--- src/sv/pns_pkg.sv ---
`default_nettype none
package pns_pkg;

    // Register indexes on the configuration port
    localparam logic [2:0] REG_DETECTOR_MODE = 3'd0;
    localparam logic [2:0] REG_BIAS_LEVEL    = 3'd1;
    localparam logic [2:0] REG_GAIN          = 3'd2;
    localparam logic [2:0] REG_READ_NOISE    = 3'd3;

    localparam int CFG_INDEX_W = 3;
    localparam int CFG_DATA_W  = 20;
    localparam int BIAS_W      = 20;
    localparam int GAIN_W      = 16;
    localparam int RN_W        = 16;
    localparam int SIGMA_W     = 24;
    localparam int M_TDATA_W   = 32;

    localparam logic [SIGMA_W-1:0] SIGMA_MAX = 24'hFFFFFF;
    localparam logic [GAIN_W-1:0]  GAIN_RESET = 16'd4096;

    // Per-word flags that ride along the cell chain
    typedef struct packed {
        logic use_rn;     // CCD word with no positive signal: divide read noise
        logic force_sat;  // CCD word with zero gain
    } pns_flags_t;

endpackage
`default_nettype wire

--- src/sv/pns_sqrt_cell.sv ---
`default_nettype none
module pns_sqrt_cell #(
    parameter int RB = 32
) (
    input  wire                     aclk,
    input  wire                     aresetn,
    input  wire                     valid_in,
    output logic                    ready_out,
    input  wire pns_pkg::pns_flags_t flags_in,
    input  wire [2*RB-1:0]          rad_in,
    input  wire [RB+3:0]            rem_in,
    input  wire [RB-1:0]            root_in,
    output logic                    valid_out,
    input  wire                     ready_in,
    output pns_pkg::pns_flags_t     flags_out,
    output logic [2*RB-1:0]         rad_out,
    output logic [RB+3:0]           rem_out,
    output logic [RB-1:0]           root_out
);
    import pns_pkg::*;

    localparam int RW   = 2 * RB;
    localparam int REMW = RB + 4;

    logic            valid_reg;
    pns_flags_t      flags_reg;
    logic [RW-1:0]   rad_reg;
    logic [REMW-1:0] rem_reg;
    logic [RB-1:0]   root_reg;

    logic [REMW-1:0] t;
    logic [REMW-1:0] trial;
    logic            ge;

    // One root digit: bring down the next pair, try {root, 01}
    always_comb begin
        t     = {rem_in[REMW-3:0], rad_in[RW-1 -: 2]};
        trial = REMW'({root_in, 2'b01});
        ge    = (t >= trial);
    end

    assign ready_out = !valid_reg || ready_in;

    always_ff @(posedge aclk) begin
        if (!aresetn) begin
            valid_reg <= 1'b0;
        end else if (ready_out) begin
            valid_reg <= valid_in;
        end
        if (ready_out && valid_in) begin
            flags_reg <= flags_in;
            rad_reg   <= {rad_in[RW-3:0], 2'b00};
            rem_reg   <= ge ? (t - trial) : t;
            root_reg  <= {root_in[RB-2:0], ge};
        end
    end

    assign valid_out = valid_reg;
    assign flags_out = flags_reg;
    assign rad_out   = rad_reg;
    assign rem_out   = rem_reg;
    assign root_out  = root_reg;

endmodule
`default_nettype wire

--- config.mk ---
export PLATFORM = sky130hd
export DESIGN_NAME = pns_sqrt_cell
export DESIGN_NICKNAME = d
export VERILOG_FILES = /design/src/sv/pns_pkg.sv /design/src/sv/pns_sqrt_cell.sv
export SDC_FILE = /design/constraint.sdc
export NUM_CORES = 1
export LEC_CHECK = 0
export ABC_CLOCK_PERIOD_IN_PS = 8700
export BUFFER_PORTS_ARGS = -buffer_cell sky130_fd_sc_hd__buf_2
export CAP_MARGIN = 20
export CORE_MARGIN = 3
export CORE_UTILIZATION = 50
export DETAILED_ROUTE_END_ITERATION = 8
export PLACE_DENSITY = 0.88
export RECOVER_POWER = 50
export REMOVE_ABC_BUFFERS = 1
export SLEW_MARGIN = 30
export SYNTH_ARGS = -nofsm -noshare
export SYNTH_HDL_FRONTEND = slang
export SYNTH_SLANG_ARGS = --single-unit
export TNS_END_PERCENT = 20
--- constraint.sdc ---
create_clock -name aclk -period 8.7 [get_ports aclk]
set_input_delay 0.87 -clock aclk [delete_from_list [all_inputs] [get_ports aclk]]
set_output_delay 0.87 -clock aclk [all_outputs]
set_load 0.005 [all_outputs]
[Word-level counts from Yosys, hierarchy flattened]
Index checks and enable logic that the tools add are counted.
Word-level totals
  register bits after elaboration: 133
  input bits: 138
  output and inout bits: 136
  logic and storage cells: 12
Operators by class
  add/subtract/negate cells: 1
  order comparisons: 1
  muxes and demuxes: 1
  reduce and logical (&&, ||, !) cells: 3
Operators with widths (count)
  $ge A36 B34 Y1: 1
  $mux W36: 1
  $sub A36 B34 Y36: 1
  $logic_and A1 B1 Y1: 1
  $logic_not A1 Y1: 1
  $logic_or A1 B1 Y1: 1

[Depth between registers and ports, before layout]
  depth in word-level cells: 3
  depth in mapped cells: 13
  gate-level depth less buffers: 10

[Worst setup path after synthesis]
No wires, ideal clock.
  kind: input to register
  start: input ready_in
  end: register flags_reg, in the netlist flags_out[0], enable pin
  setup time: 0.507 ns
  data arrival time: 4.061 ns
  data required time: 8.193 ns
  path slack: 4.132 ns
  cell stages on the path: 2
  path buffers: 0
  path through: nand2b_1 > and2_1
On the way
  cells in the longest elaborated chain, start to end: 2
RTL lines
  start, declared: RTL line pns_sqrt_cell.sv:14  | input wire ready_in,
  $logic_or A1 B1 Y1: RTL line pns_sqrt_cell.sv:42  | assign ready_out = !valid_reg || ready_in;
  $logic_and A1 B1 Y1: RTL line pns_sqrt_cell.sv:50  | if (ready_out && valid_in) begin
  end signal, assigned: RTL line pns_sqrt_cell.sv:51  | flags_reg <= flags_in;
  end, declared: RTL line pns_sqrt_cell.sv:26  | pns_flags_t flags_reg;
No other way between the ends.
A chain may end at the register's enable or synchronous reset.

[Worst setup path after layout]
  start: input root_in[3]
  end: register rem_reg[16] (netlist: rem_out[16]) (data pin)
On the way
  cells in the longest elaborated chain, start to end: 2
  elaborated cells between the ends (all ways): 3
  classes of those cells: add/sub (1); order compare (1); mux (1)
RTL lines
  start, declared: RTL line pns_sqrt_cell.sv:12  | input wire [RB-1:0] root_in,
  $sub A36 B34 Y36 / $ge A36 B34 Y1 (equally long branches): RTL line pns_sqrt_cell.sv:53, pns_sqrt_cell.sv:39
  $mux W36 *: RTL line pns_sqrt_cell.sv:53  | rem_reg <= ge ? (t - trial) : t;
  end signal, assigned: RTL line pns_sqrt_cell.sv:53
  end, declared: RTL line pns_sqrt_cell.sv:28  | logic [REMW-1:0] rem_reg;
Mark *: on every way between the ends. The rest lies on a longest branch, timed or not.

==> metrics <==
Synth Warn #=0; CTS Buf Count=17; hold path startpoint=valid_out; H-tree levels=4; Clock Sinks=133; Worst Hold Depth=2; gpl congestion=0.941; Synth Cell Area=6530 um^2; WP data required=8.83 ns; register bit total from synthesis=133; Worst R2R Setup Slack=6.35 ns; hold buffers post-CTS=0; largest area contributor in the netlist=edfxtp_1; Root Buffer=clkbuf_16; clk_lat worst skew=0.42 ns; layout cells sized above 1=28.3%; routed length per instance=17.5 um; crit share post-route=40.0%; sum of negative setup slack=0 ns; crit start category=input pin; vias in the first global route=5067; Synth Area per Inst=12.1 um^2; grt total ovfl=0; Post-synth top flop=edfxtp_1; max-cap violations=0; drt total wl=17300 um; pin count of the biggest net entering global routing=71; largest fanout on the critical path=59; TritonRoute pass-1 iters=6; Netlist cell types=60; fmax=288 MHz; PD cells=213 nW/um^2; WHS Endpoint=valid_out; Final min period=3.48 ns; DPL Wire Length=13100 um; post-synth top area share=60.7%; Crit path arrival time=3.61 ns; outcome=finished, final reports clean; HP Class=flip-flop to flip-flop; total number of vias=5335; most frequent cells in the layout=buf_2 (188), edfxtp_1 (132), clkbuf_1 (83); r2r startpoint=valid_out; clock skew=0.00753 ns; Mapped Cells=542; antenna violations before repair=1; clock transition at the registers of the reported paths=0.06 ns; total power=1.81 mW; initial core utilization=51.5%; Async SR Flop Fraction=0%; GRT Resource Usage Total=23.6%; count of input and output buffers=269; peak supply drop=0.0948 mV; CP endpoint kind=flip-flop; Finished Cell Area=8480 um^2; relative slew slack=44.2%; global-route wire length before repair=25900 um; fin nets=976; DR vias/cell=5.39; Initial DRC Count=533; Setup-failing EPs final=0; TritonCTS clock tree=built; Post-DRT Antenna Nets=0; register area share after synthesis=61.0%; DRC=0; placed cell areas=7980 um^2; Setup Fix Bufs, Post-CTS=0; Setup CP Type=input pin to flip-flop; RSZ-0062 raised after global routing=no; Horiz. Die Dim=120 um; Reg2Reg Depth=3; Ports=274; post_cts resized=0; synthesis-to-layout area growth=29.9%; final hold viol count=0; num rows=41; leading cell type in the layout, fill and taps excluded=buf_2; number of synthesized flops with an enable pin=132; Least-Margin Pin Slew=0.837 ns; core area=12700 um^2; Max clock buf depth=2; reg-to-reg endpoint=rem_out[28]; DIE AREA=14500 um^2; P_leak=3.52 nW; DIE HEIGHT=120 um; hold slack=0.590 ns; Slew Viols, Final=0; ranking of synthesized cells by area=edfxtp_1 (61%), ha_1 (6.5%), o21ai_0 (4.4%)
[cell families (layout without fill, tap and decap cells)]
kind of cell,count (synthesis),after routing,synth area share [%]
compound gates,145,145,14.1
xor+xnor,33,33,4.43
fa+ha+maj,34,34,6.51
buf+inv,68,342,4.48
flops,133,133,61.0
mux,2,2,0.326
other cells,1,3,0.0574
simple gates,126,126,9.12
[flip-flops by register name, summed over array words and instances (netlist names)]
| signal | count |
|---|---|
| root_out | 32 |
| rad_out | 62 |
| valid_out | 1 |
| rem_out | 36 |
| flags_out | 2 |
[stage by stage]
stage | utilization [%] | instances | setup WS (ns)
2_1_floorplan | - | 514 | 4.13
5_1_grt | 66.9 | 990 | 5.03
6_report | 66.9 | 990 | 5.22
4_1_cts | 67.7 | 989 | 5.26
3_3_place_gp | 62.9 | 957 | 4.90
3_5_place_dp | 62.9 | 957 | 4.85
[report_power, final]
part	switching (mW)	internal [mW]	leakage [nW]
registers	0.0126	0.774	1.29
clock network	0.271	0.454	0.285
logic	0.175	0.119	1.95
total	0.459	1.35	3.52
[Yosys cell counts, drive strengths merged, types with 5 or more instances]
cell type and number:
xnor2 17, a21oi 29, nor2 12, o211ai 5, a21o 11, buf 16, a31oi 6, nand4 11
o21ai 59, nand2 64, ha 34, clkbuf 13, xor2 16, inv 39, o21bai 5, nand2b 8
nand3 9, edfxtp 132, nor3 10
[metal layers]
layer	track usage [%]	wire [um]	vias up
met1	25.7	6190	2515
met4	10.7	502	0
li1	-	-	2532
met5	0	0	-
met3	5.99	1340	40
met2	43.1	9300	248
[critical path, stage by stage]
cell and delay (ns):
buf_2 0.09, inv_1 0.05, ha_1 0.35, a21o_1 0.25, a211o_1 0.31, o211a_1 0.27
o2111ai_2 0.22, nand2_1 0.13, o21ai_4 0.31, buf_4 0.52, o21ai_0 0.20
[final cells by class]
cell class	count	area [um^2]
multi-input cells	342	2270
fillers	993	4190
repair buffers	271	1260
flip-flops and latches	133	3980
well taps	172	215
inverters	39	146
diodes	1	2.50
clock inverters	13	174
clock buffers	19	433
[how the worst max path moves through the flow]
| stage | from | end | slack, ns | cells past startpoint |
|---|---|---|---|---|
| floorplan | ready_in | flags_out[0] | 4.13 | 2 |
| global placement | rem_in[0] | rem_out[18] | 4.90 | 10 |
| detailed placement | root_in[3] | rem_out[9] | 4.85 | 11 |
| CTS | root_in[3] | rem_out[16] | 5.26 | 11 |
| global route | root_in[0] | rem_out[7] | 5.03 | 11 |
| finish | root_in[3] | rem_out[16] | 5.22 | 11 |
Note: power is estimated with default switching activity, not from simulation.
