`src/sv/pns_pkg.sv`:
```
`default_nettype none
package pns_pkg;

    // Register indexes on the configuration port
    localparam logic [2:0] REG_DETECTOR_MODE = 3'd0;
    localparam logic [2:0] REG_BIAS_LEVEL    = 3'd1;
    localparam logic [2:0] REG_GAIN          = 3'd2;
    localparam logic [2:0] REG_READ_NOISE    = 3'd3;

    localparam int CFG_INDEX_W = 3;
    localparam int CFG_DATA_W  = 20;
    localparam int BIAS_W      = 20;
    localparam int GAIN_W      = 16;
    localparam int RN_W        = 16;
    localparam int SIGMA_W     = 24;
    localparam int M_TDATA_W   = 32;

    localparam logic [SIGMA_W-1:0] SIGMA_MAX = 24'hFFFFFF;
    localparam logic [GAIN_W-1:0]  GAIN_RESET = 16'd4096;

    // Per-word flags that ride along the cell chain
    typedef struct packed {
        logic use_rn;     // CCD word with no positive signal: divide read noise
        logic force_sat;  // CCD word with zero gain
    } pns_flags_t;

endpackage
`default_nettype wire

```
`src/sv/pns_div_cell.sv`:
```
`default_nettype none
module pns_div_cell #(
    parameter int NB = 32
) (
    input  wire                     aclk,
    input  wire                     aresetn,
    input  wire [15:0]              divisor,
    input  wire                     valid_in,
    output logic                    ready_out,
    input  wire pns_pkg::pns_flags_t flags_in,
    input  wire [NB-1:0]            nq_in,
    input  wire [15:0]              rem_in,
    output logic                    valid_out,
    input  wire                     ready_in,
    output pns_pkg::pns_flags_t     flags_out,
    output logic [NB-1:0]           nq_out,
    output logic [15:0]             rem_out
);
    import pns_pkg::*;

    logic          valid_reg;
    pns_flags_t    flags_reg;
    logic [NB-1:0] nq_reg;
    logic [15:0]   rem_reg;

    logic [16:0] t;
    logic [16:0] diff;
    logic        ge;

    // Restoring step: numerator bits shift out the top, quotient bits in at the bottom
    always_comb begin
        t    = {rem_in, nq_in[NB-1]};
        ge   = (t >= {1'b0, divisor});
        diff = t - {1'b0, divisor};
    end

    assign ready_out = !valid_reg || ready_in;

    always_ff @(posedge aclk) begin
        if (!aresetn) begin
            valid_reg <= 1'b0;
        end else if (ready_out) begin
            valid_reg <= valid_in;
        end
        if (ready_out && valid_in) begin
            flags_reg <= flags_in;
            nq_reg    <= {nq_in[NB-2:0], ge};
            rem_reg   <= ge ? diff[15:0] : t[15:0];
        end
    end

    assign valid_out = valid_reg;
    assign flags_out = flags_reg;
    assign nq_out    = nq_reg;
    assign rem_out   = rem_reg;

endmodule
`default_nettype wire

```
`config.mk`:
```
export PLATFORM = sky130hd
export DESIGN_NAME = pns_div_cell
export DESIGN_NICKNAME = d
export VERILOG_FILES = /design/src/sv/pns_pkg.sv /design/src/sv/pns_div_cell.sv
export SDC_FILE = /design/constraint.sdc
export NUM_CORES = 1
export LEC_CHECK = 0
export ABC_AREA = 1
export CORE_MARGIN = 2
export CORE_UTILIZATION = 55
export CTS_BUF_LIST = sky130_fd_sc_hd__clkbuf_4 sky130_fd_sc_hd__clkbuf_8
export CTS_CLUSTER_SIZE = 40
export DETAILED_ROUTE_END_ITERATION = 10
export DONT_BUFFER_PORTS = 1
export GPL_ROUTABILITY_DRIVEN = 1
export MAX_ROUTING_LAYER = met4
export PLACE_DENSITY = 0.75
export SLEW_MARGIN = 20
export SYNTH_ARGS = -nofsm -noshare
export SYNTH_HDL_FRONTEND = slang
export SYNTH_SLANG_ARGS = --single-unit
export TNS_END_PERCENT = 1
```
`constraint.sdc`:
```
create_clock -name aclk -period 10.4 [get_ports aclk]
set_input_delay 1.04 -clock aclk [delete_from_list [all_inputs] [get_ports aclk]]
set_output_delay 1.04 -clock aclk [all_outputs]
set_load 0.01 [all_outputs]
```
# --- After elaboration in Yosys (flattened, before gate mapping) ---
# Index checks and enable logic that the tools add are counted.
word_totals:
  wordCells: 11
  ff_bits: 51
  input_bits: 70
  out_inout_bits: 52
op_classes:
  n_reduce_logical: 3
  add_sub_neg: 1
  mux: 1
  n_lt_le_gt_ge: 1
ops:
  columns: ["operator", "n"]
  rows:
  - ["greater-or-equal comparator 17 x 16 -> 1 bit", 1]
  - ["2-to-1 mux 16 bit", 1]
  - ["subtractor 16 bit", 1]
  - ["logical AND 1 bit", 1]
  - ["logical NOT 1 bit", 1]
  - ["logical OR 1 bit", 1]

# --- Longest topological paths before layout ---
logic_depth:
  word_depth: 3
  mapped_depth: 14
  depth_no_buf: 13

# --- Least setup slack after synthesis ---
# OpenSTA, ideal clock, no wires.
synth_timing:
  path_kind: "input -> register"
  startpoint: "input valid_in"
  endpoint: "register flags_reg, in the netlist flags_out[0] (enable)"
  t_arrival_ns: 3.517
  path_slack_ns: 6.409
  setup_time_ns: 0.474
  required_ns: 9.926
  n_path_buf: 0
  cell_stages: 2
  cell_sequence: "inv_1 -> a21oi_1"
synth_via:
  elab_chain_len: 1
synth_lines:
  columns: ["element", "line_no", "rtl"]
  rows:
  - ["start, declared", "pns_div_cell.sv:8", "input wire valid_in,"]
  - ["logical AND 1 bit", "pns_div_cell.sv:45", "if (ready_out && valid_in) begin"]
  - ["end signal, assigned", "pns_div_cell.sv:46", "flags_reg <= flags_in;"]
  - ["end, declared", "pns_div_cell.sv:22", "pns_flags_t flags_reg;"]
# No other way between the ends.
# A chain may end at the register's enable or synchronous reset.

# --- Worst setup path after layout ---
layout_timing:
  startpoint: "input divisor[14]"
  endpoint: "register rem_reg[13] (netlist: rem_out[13]) (data pin)"
layout_via:
  elab_chain_len: 2
layout_lines:
  columns: ["element", "line_no", "rtl"]
  rows:
  - ["start, declared", "pns_div_cell.sv:7", "input wire [15:0] divisor,"]
  - ["greater-or-equal comparator 17 x 16 -> 1 bit", "pns_div_cell.sv:33", "ge = (t >= {1'b0, divisor});"]
  - ["2-to-1 mux 16 bit", "pns_div_cell.sv:48", "rem_reg <= ge ? diff[15:0] : t[15:0];"]
  - ["end signal, assigned", "pns_div_cell.sv:48", null]
  - ["end, declared", "pns_div_cell.sv:24", "logic [15:0] rem_reg;"]
# No other way between the ends.

==> impl_metrics.yaml <==
status:
  outcome: "finished clean"
critical_path:
  slowest_delay_ns: 0.39
  crit_arrival_ns: 2.71
  critPathKind: "in -> reg"
  cp_max_fo: 17
  crit_buf_inv: 2
  critPathCaptureType: "register"
  cpMostUsedCell: "nand2_1"
  cp-start-kind: "input pin"
  slowest_stage: "nor2_4"
  cp_data_required_time_ns: 10.47
  crit_chain: "inv_1, ha_1, inv_1, nor2_1, nand2_1, nor2_1, nand2_1, nand2_2, nor2_4, nand2_4, nand2_1, nand2_1"
  path_delay_family: "simple AND/OR/NAND/NOR gates"
  rrSetupSlack_ns: 8.57
cts:
  clk_path_buf_depth: 2
  clkTransAtPathRegs_ns: 0.09
  cts_tree: "yes"
  cts_root_buf: "clkbuf_8"
  holdBufCountCts: 0
  htreeDepth: 2
  numCtsBuffers: 5
  clock_latency_ns: 0.32
  cts_sinks: 51
  cts_setup_buffers: 0
  post_cts_resized: 0
finish:
  n_antenna_cell: 0
  final_cells: 406
  nets: 422
  fillCellCount: 461
  register_area_sq_um: 1520
  multi_input_area_sq_um: 1140
  syn2layout_area_growth_pct: 6.42
  drive_gt1_share_pct: 8.04
synth:
  synth_fp_nets: 418
  ys_ff_latch: 51
  yosys.cell_count.top_type: "nand2_1"
  synth_commonest_cells: "nand2_1, inv_1, edfxtp_1, nand3_1, ha_1"
  synth.avg_cell_area_sq_um: 8.84
  synth_top_area_share_pct: 51.3
  yosys_warnings: 0
  ys.flop_type: "edfxtp_1"
  synth_edf_count: 50
  synthTopCellsByArea: "edfxtp_1, nand2_1, inv_1, ha_1, nand3_1"
  synth.yosys.seq_area_share_pct: 52.0
  synth_cell_types: 27
  synth_cells: 331
  synth_area_sq_um: 2930
  synth-async-reset-ratio_pct: 0
  yosysTopAreaCell: "edfxtp_1"
sta:
  period_needed_ns: 2.64
  finalHoldViolCount: 0
  finalSetupViolCount: 0
  slew_headroom_pct: 47.7
  rsz0062_at_grt: "false"
  period_share_pct: 25.4
  tightestPinTransition_ns: 0.783
  fin_skew_ns: 0.0154
  maxSlewViolCount: 0
  fin_setup_tns_ns: 0
  fmax_mhz: 378
die:
  die_area_sq_um: 5920
  chipWidth_um: 76.9
  row_count: 26
  die_h_um: 76.9
  initial_utilization_pct: 57.3
  coreArea_sq_um: 5110
  pin_count: 122
grt:
  overflow: 0
  antenna_found_initial: 0
  grt_pass1_vias: 1898
  grt_pass1_wl_um: 9540
  grt_max_degree: 29
  grt_use_total_pct: 21.6
power:
  irDropWorstVdd_v: 0.0000615
  p_clk_share_pct: 29.0
  p_comb_share_pct: 17.0
  switching_share_pct: 28.3
  power_density_nw_per_um2: 156
  internal_power_uw: 348
  p_seq_share_pct: 54.0
  power.leakage_uw: 0.00153
  switchingPower_uw: 137
  power.total_uw: 486
detailed_routing:
  wl_per_cell_um: 15.0
  drt-total-wl_um: 6070
  final_antenna_net_count: 0
  vias: 2069
  drt_pass1_iterations: 4
  drc_errors: 0
  drt_iter0_drc: 98
  vias_per_cell: 5.10
placement:
  port-buffer-count: 0
  dp_hpwl_um: 4740
  dp_cells: 398
  gp_congestion: 0.914
worst_hold_path:
  hp-class: "reg -> reg"
run:
  cap_violations: 0
[flip-flops by register name (all words and copies together), names as in the netlist]
register and cells:
valid_out 1, flags_out 2, rem_out 16, nq_out 32
[kinds of logic (layout without fill, tap and decap cells)]
kind of cell             Yosys count  in the layout  share of synthesized area, %
XOR/XNOR                           7              7                          2.10
adder cells (fa/ha/maj)           17             17                          7.53
AO/OA/AOI/OAI                     12             12                          2.22
flip-flops                        51             51                          52.0
buffers and inverters             68             73                          9.37
AND/OR/NAND/NOR                  176            176                          26.8
[cell type report]
cell class	instances	area share [%]
clock inverters	3	1.49
clock buffers	5	2.21
repair buffers	1	0.241
well taps	70	2.81
inverters	64	7.72
flip-flops and latches	51	48.9
multi-input cells	212	36.7
[worst reg2reg max path: cells and delay by family, from the launching register on]
kind                   cells  cell delay, ns
AOI/OAI and AO/OA          1            0.66
buffers and inverters      1            0.46
DFF                        1            0.38
[worst paths after layout]
path | startpoint | to | cells past startpoint
worst max-delay path | divisor[14] | rem_out[13] | 12
worst min-delay path | valid_out | valid_out | 2
worst max register to register | valid_out | nq_out[5] | 2
worst min register to register | valid_out | valid_out | 2
[layout by cell type (no fill, tap or decap), types with 2 or more instances in the layout]
| cell type | netlist | final |
|---|---|---|
| nand2_1 | 115 | 115 |
| inv_1 | 62 | 62 |
| edfxtp_1 | 50 | 50 |
| nand3_1 | 28 | 28 |
| ha_1 | 16 | 16 |
| nor2_1 | 12 | 12 |
| a21oi_1 | 10 | 9 |
| nand2_2 | 7 | 7 |
| xor2_1 | 5 | 5 |
| clkbuf_8 | 0 | 5 |
| nand4_1 | 3 | 3 |
| inv_2 | 2 | 2 |
| nand2_4 | 2 | 2 |
| nor3_1 | 2 | 2 |
| xnor2_1 | 2 | 2 |
[per-layer routing]
layer	vias to the layer above	global-route usage, %	wire, um
li1	1054	-	-
met1	914	25.9	2640
met2	92	35.4	2910
met3	9	6.24	427
met4	0	6.36	97
met5	-	-	0
[per-stage QoR]
step	hold slack [ns]	setup WS (ns)	instance area, sq um	util (%)
after floorplan	0.595	6.41	2930	-
after global placement	0.655	7.47	3000	58.7
after detailed placement	0.666	7.42	3000	58.7
after CTS	0.680	7.75	3110	61.0
after global routing	0.719	7.55	3110	61.0
final	0.681	7.76	3110	61.0
[power groups by stage]
stage | registers, uW | logic (uW) | clock network, uW
floorplan | 265 | 67.9 | 0
global placement | 267 | 81.0 | 0
detailed placement | 267 | 82.8 | 0
CTS | 263 | 83.1 | 143
global route | 263 | 95.9 | 156
finish | 262 | 82.5 | 141
Note: power is estimated with default switching activity, not from simulation.
